### src/sv/window_median_even_average_core_defines.svh
// assertion macros for the window median core
// no dependencies; included by files that carry concurrent checks
`ifndef WINDOW_MEDIAN_EVEN_AVERAGE_CORE_DEFINES_SVH
`define WINDOW_MEDIAN_EVEN_AVERAGE_CORE_DEFINES_SVH
`ifndef NO_ASSERTIONS
`define WMEA_ASSERT(lbl, prop) \
  lbl: assert property (@(posedge clk_i) disable iff (!rst_ni) prop) \
    else $error("wmea assertion failed");
`define WMEA_ASSERT_NEVER(lbl, cond) \
  lbl: assert property (@(posedge clk_i) disable iff (!rst_ni) !(cond)) \
    else $error("wmea forbidden condition seen");
`else
`define WMEA_ASSERT(lbl, prop)
`define WMEA_ASSERT_NEVER(lbl, cond)
`endif
`endif

### src/sv/wmea_pkg.sv
// shared types and constants for the window median core
// no dependencies
`timescale 1ns / 1ps
package wmea_pkg;

  localparam int SAMPLE_W        = 32;
  localparam int CNT_OUT_W       = 5;
  localparam int MAX_SAMPLES_DEF = 16;
  localparam int QUEUE_DEPTH     = 2;
  localparam int QPTR_W          = (QUEUE_DEPTH > 1) ? $clog2(QUEUE_DEPTH) : 1;
  localparam int QCNT_W          = $clog2(QUEUE_DEPTH + 1);

  // one queued transaction, tagged by the front with whether it fits in the store
  typedef struct packed {
    logic [SAMPLE_W-1:0] sample;
    logic                last;
    logic                keep;
  } item_t;

  typedef enum logic [0:0] {
    BK_FILL = 1'b0,
    BK_PICK = 1'b1
  } back_state_e;

endpackage

### src/sv/wmea_front.sv
// front end: takes transactions, classifies keep or drop, buffers them in a short queue
// depends on wmea_pkg
`timescale 1ns / 1ps
module wmea_front import wmea_pkg::*; #(
  parameter int MaxSamples = MAX_SAMPLES_DEF
) (
  input  logic                clk_i,
  input  logic                rst_ni,
  input  logic                push_i,
  input  logic [SAMPLE_W-1:0] sample_i,
  input  logic                last_i,
  output logic                full_o,
  output logic                q_vld_o,
  output item_t               q_item_o,
  input  logic                q_pop_i
);

  localparam int CNT_W = $clog2(MaxSamples + 1);

  item_t               queue_q [QUEUE_DEPTH];
  logic [QPTR_W-1:0]   wr_ptr_q, wr_ptr_d;
  logic [QPTR_W-1:0]   rd_ptr_q, rd_ptr_d;
  logic [QCNT_W-1:0]   fill_q, fill_d;
  logic [CNT_W-1:0]    seen_q, seen_d;
  logic                keep;
  item_t               new_item;

  // samples in this set that will find room in the store
  assign keep = (seen_q < CNT_W'(MaxSamples));

  always_comb begin
    new_item.sample = sample_i;
    new_item.last   = last_i;
    new_item.keep   = keep;
  end

  always_comb begin
    seen_d = seen_q;
    if (push_i) begin
      if (last_i) begin
        seen_d = '0;
      end else if (keep) begin
        seen_d = seen_q + CNT_W'(1);
      end
    end
  end

  always_comb begin
    wr_ptr_d = wr_ptr_q;
    rd_ptr_d = rd_ptr_q;
    fill_d   = fill_q;
    if (push_i) begin
      wr_ptr_d = (wr_ptr_q == QPTR_W'(QUEUE_DEPTH - 1)) ? '0 : wr_ptr_q + QPTR_W'(1);
    end
    if (q_pop_i) begin
      rd_ptr_d = (rd_ptr_q == QPTR_W'(QUEUE_DEPTH - 1)) ? '0 : rd_ptr_q + QPTR_W'(1);
    end
    if (push_i && !q_pop_i) begin
      fill_d = fill_q + QCNT_W'(1);
    end else if (!push_i && q_pop_i) begin
      fill_d = fill_q - QCNT_W'(1);
    end
  end

  always_ff @(posedge clk_i or negedge rst_ni) begin
    if (!rst_ni) begin
      wr_ptr_q <= '0;
      rd_ptr_q <= '0;
      fill_q   <= '0;
      seen_q   <= '0;
    end else begin
      wr_ptr_q <= wr_ptr_d;
      rd_ptr_q <= rd_ptr_d;
      fill_q   <= fill_d;
      seen_q   <= seen_d;
    end
  end

  always_ff @(posedge clk_i) begin
    if (push_i) begin
      queue_q[wr_ptr_q] <= new_item;
    end
  end

  assign full_o   = (fill_q == QCNT_W'(QUEUE_DEPTH));
  assign q_vld_o  = (fill_q != '0);
  assign q_item_o = queue_q[rd_ptr_q];

endmodule

### src/sv/wmea_back.sv
// back end: insertion chain keeping the set sorted, then median pick and averaging
// depends on wmea_pkg
`timescale 1ns / 1ps
module wmea_back import wmea_pkg::*; #(
  parameter int MaxSamples = MAX_SAMPLES_DEF
) (
  input  logic                 clk_i,
  input  logic                 rst_ni,
  input  logic                 q_vld_i,
  input  item_t                q_item_i,
  output logic                 q_pop_o,
  output logic                 valid_o,
  output logic [SAMPLE_W-1:0]  median_value_o,
  output logic [CNT_OUT_W-1:0] sample_count_o,
  output logic                 overflow_o
);

  localparam int CNT_W = $clog2(MaxSamples + 1);
  localparam int IDX_W = (MaxSamples > 1) ? $clog2(MaxSamples) : 1;
  localparam int EXT_W = CNT_W + CNT_OUT_W;

  back_state_e         st_q, st_d;
  logic [SAMPLE_W-1:0] store_q [MaxSamples];
  logic [SAMPLE_W-1:0] store_d [MaxSamples];
  logic [MaxSamples-1:0] gt;
  logic [CNT_W-1:0]    cnt_q, cnt_d;
  logic                drop_q, drop_d;
  logic                ins;
  logic [CNT_W-1:0]    mid, mid_m1;

  // pick stage
  logic                pair_vld_q;
  logic [SAMPLE_W-1:0] lo_q, hi_q;
  logic                odd_q, pdrop_q;
  logic [CNT_W-1:0]    pcnt_q;

  // output stage
  logic                out_vld_q;
  logic [SAMPLE_W-1:0] out_val_q;
  logic [CNT_OUT_W-1:0] out_cnt_q;
  logic                out_ovf_q;
  logic [SAMPLE_W:0]   pair_sum, pair_adj;
  logic [EXT_W-1:0]    cnt_ext;

  assign q_pop_o = q_vld_i && (st_q == BK_FILL);
  assign ins     = q_pop_o && q_item_i.keep;

  // empty slots count as greater so the new sample lands at the first one
  for (genvar i = 0; i < MaxSamples; i++) begin : g_cell
    assign gt[i] = (CNT_W'(i) >= cnt_q) ||
                   ($signed(store_q[i]) > $signed(q_item_i.sample));
    if (i == 0) begin : g_head
      assign store_d[i] = gt[i] ? q_item_i.sample : store_q[i];
    end else begin : g_body
      assign store_d[i] = !gt[i]    ? store_q[i]   :
                          gt[i - 1] ? store_q[i-1] : q_item_i.sample;
    end
  end

  always_ff @(posedge clk_i) begin
    if (ins) begin
      store_q <= store_d;
    end
  end

  always_comb begin
    st_d   = st_q;
    cnt_d  = cnt_q;
    drop_d = drop_q;
    unique case (st_q)
      BK_FILL: begin
        if (q_pop_o) begin
          if (q_item_i.keep) begin
            cnt_d = cnt_q + CNT_W'(1);
          end else begin
            drop_d = 1'b1;
          end
          if (q_item_i.last) begin
            st_d = BK_PICK;
          end
        end
      end
      BK_PICK: begin
        cnt_d  = '0;
        drop_d = 1'b0;
        st_d   = BK_FILL;
      end
      default: st_d = BK_FILL;
    endcase
  end

  always_ff @(posedge clk_i or negedge rst_ni) begin
    if (!rst_ni) begin
      st_q   <= BK_FILL;
      cnt_q  <= '0;
      drop_q <= 1'b0;
    end else begin
      st_q   <= st_d;
      cnt_q  <= cnt_d;
      drop_q <= drop_d;
    end
  end

  assign mid    = cnt_q >> 1;
  assign mid_m1 = mid - CNT_W'(1);

  always_ff @(posedge clk_i or negedge rst_ni) begin
    if (!rst_ni) begin
      pair_vld_q <= 1'b0;
    end else begin
      pair_vld_q <= (st_q == BK_PICK);
    end
  end

  always_ff @(posedge clk_i) begin
    if (st_q == BK_PICK) begin
      hi_q    <= store_q[mid[IDX_W-1:0]];
      lo_q    <= store_q[mid_m1[IDX_W-1:0]];
      odd_q   <= cnt_q[0];
      pcnt_q  <= cnt_q;
      pdrop_q <= drop_q;
    end
  end

  // mean of the centre pair, rounded toward zero
  assign pair_sum = {lo_q[SAMPLE_W-1], lo_q} + {hi_q[SAMPLE_W-1], hi_q};
  assign pair_adj = pair_sum + {{SAMPLE_W{1'b0}}, pair_sum[SAMPLE_W]};
  assign cnt_ext  = EXT_W'(pcnt_q);

  always_ff @(posedge clk_i or negedge rst_ni) begin
    if (!rst_ni) begin
      out_vld_q <= 1'b0;
    end else begin
      out_vld_q <= pair_vld_q;
    end
  end

  always_ff @(posedge clk_i) begin
    if (pair_vld_q) begin
      out_val_q <= odd_q ? hi_q : pair_adj[SAMPLE_W:1];
      out_cnt_q <= cnt_ext[CNT_OUT_W-1:0];
      out_ovf_q <= pdrop_q;
    end
  end

  assign valid_o        = out_vld_q;
  assign median_value_o = out_val_q;
  assign sample_count_o = out_cnt_q;
  assign overflow_o     = out_ovf_q;

endmodule

### src/sv/window_median_even_average_core.sv
// window median core: keeps a set of signed samples sorted and gives its median
// depends on wmea_pkg, wmea_front, wmea_back and the assertion macro header
//
// usage:
//   a sample is taken at a rising edge with start high and busy low; last_i
//   marks the final sample of a set. one result per set: valid_o is high for a
//   single cycle with median_value_o, sample_count_o and overflow_o.
//   an odd set gives its middle value, an even set the mean of the centre pair
//   rounded toward zero. samples past MaxSamples are dropped and set overflow_o.
// timing:
//   a two-entry queue sits between the front and the sorting back end. the
//   insertion chain places one sample per cycle, so input is taken at one
//   sample per cycle while busy is low; after each final sample the back end
//   spends its pick state on the centre pair, and busy rises when the queue fills.
//   with the queue empty, the final sample passes the queue entry, the pick
//   state, the pick registers and the averaging register before valid_o rises.
// reset:
//   rst_ni clears the queue, the fill count and the overflow flag; the store
//   itself holds no reset value and needs no clearing pass.
//   the receiver has no way to hold results off; each result stands one cycle.
`timescale 1ns / 1ps
`include "window_median_even_average_core_defines.svh"
module window_median_even_average_core import wmea_pkg::*; #(
  parameter int MaxSamples = MAX_SAMPLES_DEF
) (
  input  logic                 clk_i,
  input  logic                 rst_ni,
  input  logic                 start,
  output logic                 busy,
  input  logic [SAMPLE_W-1:0]  sample_i,
  input  logic                 last_i,
  output logic                 valid_o,
  output logic [SAMPLE_W-1:0]  median_value_o,
  output logic [CNT_OUT_W-1:0] sample_count_o,
  output logic                 overflow_o
);

  logic  push;
  logic  q_vld;
  logic  q_pop;
  item_t q_item;

  assign push = start && !busy;

  wmea_front #(.MaxSamples(MaxSamples)) u_front (
    .clk_i    (clk_i),
    .rst_ni   (rst_ni),
    .push_i   (push),
    .sample_i (sample_i),
    .last_i   (last_i),
    .full_o   (busy),
    .q_vld_o  (q_vld),
    .q_item_o (q_item),
    .q_pop_i  (q_pop)
  );

  wmea_back #(.MaxSamples(MaxSamples)) u_back (
    .clk_i          (clk_i),
    .rst_ni         (rst_ni),
    .q_vld_i        (q_vld),
    .q_item_i       (q_item),
    .q_pop_o        (q_pop),
    .valid_o        (valid_o),
    .median_value_o (median_value_o),
    .sample_count_o (sample_count_o),
    .overflow_o     (overflow_o)
  );

  // the pick cycle always separates two results
  `WMEA_ASSERT(a_result_spacing, valid_o |=> !valid_o)
  `WMEA_ASSERT_NEVER(a_pop_empty, q_pop && !q_vld)
  `WMEA_ASSERT(a_overflow_full, (valid_o && overflow_o) |-> (sample_count_o == CNT_OUT_W'(MaxSamples)))

endmodule

### config.mk
export PLATFORM = sky130hd
export DESIGN_NAME = window_median_even_average_core
export DESIGN_NICKNAME = d
export VERILOG_FILES = /design/src/sv/wmea_pkg.sv /design/src/sv/wmea_front.sv /design/src/sv/wmea_back.sv /design/src/sv/window_median_even_average_core.sv
export VERILOG_INCLUDE_DIRS = /design/src /design/src/sv
export SDC_FILE = /design/constraint.sdc
export NUM_CORES = 2
export LEC_CHECK = 0
export BUFFER_PORTS_ARGS = -buffer_cell sky130_fd_sc_hd__buf_2
export CORE_ASPECT_RATIO = 0.8
export CORE_UTILIZATION = 33
export DETAILED_ROUTE_END_ITERATION = 10
export SLEW_MARGIN = 30
export SYNTH_ARGS = -nofsm -noshare
export SYNTH_HDL_FRONTEND = slang
export SYNTH_SLANG_ARGS = --single-unit
### constraint.sdc
create_clock -name clk_i -period 7.1 [get_ports clk_i]
set_clock_uncertainty 0.2 [all_clocks]
set_input_delay 0.355 -clock clk_i [delete_from_list [all_inputs] [get_ports clk_i]]
set_output_delay 0.355 -clock clk_i [all_outputs]
set_load 0.02 [all_outputs]
==> reports/metrics.yaml <==
routing:
  post_drt_wl_per_cell_um: 30.5
  drc: 0
  vias: 37300
  totalWireLength_mm: 186
  first_pass_iters: 6
  ant_nets: 0
  via_per_inst: 6.11
  dr.first_iter.drc_count: 4843
place:
  hpwlAfterDp_mm: 138
  post_dp_cell_area_sq_um: 54000
  port_buffers: 75
  place_congestion: 0.960
clocking:
  insertion_delay_ns: 0.71
  htree_levels: 3
  cts_setup_buffers: 0
  clock-sinks: 706
  tritoncts: "done"
  hold_buffers: 35
  root_buffer: "clkbuf_16"
  ctsResizeCount: 0
  numCtsBuffers: 77
  clock_path_buffers: 3
  path_clk_slew_ns: 0.07
global_routing:
  antenna_found_initial: 15
  grt_overflow: 0
  grt_use_total: 0.238
  grt_pass1_wl_mm: 263
  grt_max_degree: 97
  grt_pass1_vias: 35800
layout:
  seqCellArea_sq_um: 21100
  layout-drive-gt1-share: 0.277
  multi_input_area_sq_um: 28600
  synthToLayoutAreaGrowth_pct: 12.9
  nets: 4628
  fillers: 14300
  fin_area_sq_um: 56900
  final_util: 0.378
yosys:
  syn_nets: 4515
  ys.warnings.count: 0
  synth_seq_cells: 706
  yosysSeqAreaShare: 0.419
  postSynthCellCount: 3922
  yosys_most_used_dff: "edfxtp_1"
  netlist_top_cells_count: "edfxtp_1, ha_1, mux2_2"
  synth.area.top_cells: "edfxtp_1, ha_1, mux2_2, mux4_2, mux2i_1"
  synth_cell_types: 89
  synth_edf_count: 688
  yosysTopAreaCell: "edfxtp_1"
  synth.cell_area_sq_um: 50400
  synth_top_area_share: 0.410
  async_reset_ff_frac: 0.0255
  synth_most_common_cell: "edfxtp_1"
  synth_area_per_cell_sq_um: 12.9
hold_path:
  min-delay-path-class: "in2reg"
  hold_start: "start"
die:
  io_pins: 76
  start_util: 0.334
  die_height_um: 352
  die_w_um: 439
  die_area_sq_um: 154000
  placementRows: 127
  coreArea_sq_um: 151000
worst_setup_path:
  max_stage_delay_ns: 0.84
  arrival_ns: 6.89
  crit_slowest_cell: "nor3_1"
  cp-startpoint: "u_front.rd_ptr_q$_DFFE_PN0P_"
  critPathLaunchType: "flop"
  required_ns: 7.27
  criticalPathCategory: "reg2reg"
  worstPathBufferInverterCount: 4
  r2r-start: "u_front.rd_ptr_q$_DFFE_PN0P_"
  crit_family: "simple AND/OR/NAND/NOR gates"
  path_max_fanout: 23
  critPathMostFrequentCell: "buf_4"
  end_kind: "flop"
  path_cells: "buf_4 > mux2i_2 > buf_4 > ha_1 > nand4_1 > nor3_1 > nand4_1 > nor3_1 > o21ai_0 > a31oi_1 > and4b_1 > o32ai_4 > buf_4 > and2_2 > buf_12"
timing:
  finalCritPeriodShare: 0.947
  max_freq_ghz: 0.149
  tns_ns: 0
  fin_crit_ns: 6.73
  rsz0062_at_grt: "no"
  slew_viol_final: 0
  relSlewSlack: 0.284
  setup_viol_count_final: 0
  hold_viol: 0
  worstMarginPinSlew_ns: 1.07
run_status:
  status: "completed"
run:
  cap_viol_max_count: 0
-- worst register-to-register path: stages (launching register included) --
cell and delay (ns):
dfrtp_4 0.82, buf_4 0.33, mux2i_2 0.23, buf_4 0.36, ha_1 0.23, nand4_1 0.29
nor3_1 0.73, nand4_1 0.31, nor3_1 0.85, o21ai_0 0.20, a31oi_1 0.28, and4b_1 0.27
o32ai_4 0.23, buf_4 0.34, and2_2 0.43, buf_12 0.28
-- layer usage --
metal,up-vias,part of all wire,global-route usage
met2,2005,0.41,0.336
met5,-,0.00024,0
li1,15900,-,-
met1,19100,0.42,0.328
met3,235,0.15,0.108
met4,6,0.022,0.0555
-- flip-flops by register name (all words and copies together), names as in the netlist --
signal and cells:
u_back.valid_o 1, u_back.st_q 1, u_back.store_q 512, u_front.wr_ptr_q 1
u_front.rd_ptr_q 1, u_front.fill_q 2, u_back.pair_vld_q 1, u_back.drop_q 1
u_back.median_value_o 32, u_back.sample_count_o 5, u_back.pcnt_q 5, u_front.queue_q 68
u_back.hi_q 32, u_back.overflow_o 1, u_back.cnt_q 5, u_back.lo_q 32
u_front.seen_q 5, u_back.pdrop_q 1
-- cell usage in the layout, fill, tap and decap left out, types with 16 or more instances in the layout --
master	Yosys	layout
edfxtp_1	688	688
ha_1	556	555
mux2_2	455	455
mux4_2	224	224
nor2_1	218	203
a21oi_1	193	191
o21ai_0	153	148
a21o_1	138	138
nand2_1	136	136
mux2i_1	161	130
nand4_1	120	120
buf_4	6	100
clkbuf_16	0	79
buf_2	37	77
inv_1	73	73
nand3_1	46	46
o21a_1	45	45
nor2b_1	44	44
o22ai_1	39	38
dlygate4sd3_1	0	34
o221ai_1	33	33
xnor2_1	34	32
mux2i_2	0	31
nor3_1	35	30
mux2_4	29	29
xor2_1	27	27
nand2b_1	27	26
o211ai_1	19	19
buf_12	0	18
or3_1	16	16
-- final timing paths --
| path | cells past startpoint | end | slack [ns] |
|---|---|---|---|
| max | 15 | u_back.store_q[202]$_DFFE_PP_ | 0.37 |
| min | 4 | u_front.seen_q[3]$_DFFE_PN0P_ | 0.11 |
| max reg2reg | 15 | u_back.store_q[202]$_DFFE_PP_ | 0.37 |
| min reg2reg | 0 | u_back.sample_count_o[4]$_DFFE_PP_ | 0.23 |
| max in group asynchronous | 3 | u_back.cnt_q[4]$_DFFE_PN0P_ | 6.17 |
| min in group asynchronous | 3 | u_front.fill_q[0]$_DFFE_PN0P_ | 0.15 |
-- through the flow --
stage,hold WS (ns),setup slack [ns],std cells
floorplan,-0.141,0.774,3922
global route,0.158,0.432,6095
detailed placement,0.153,0.653,5918
finish,0.106,0.374,6099
global placement,0.162,0.712,5914
CTS,0.0751,0.638,6093
-- cells by family after synthesis --
group                      after synthesis  synth area share
muxes                                  874             0.243
AOI/OAI and AO/OA                      733            0.0942
and+or+nand+nor                        719            0.0722
DFF                                    706             0.419
adders and majority gates              557             0.138
buffers and inverters                  272            0.0227
xor gates and xnor gates                61            0.0106
-- cell type report --
class,count,area share
multi-input combinational,2944,0.502
tap,1999,0.0439
inverter,73,0.00481
clock buffer,92,0.0356
timing repair buffer,233,0.0336
clock inverter,48,0.00853
sequential,706,0.371
antenna,4,0.000176
Power is not shown: default switching activity piles up to over one toggle a cycle in this logic, so the estimate is an artifact.
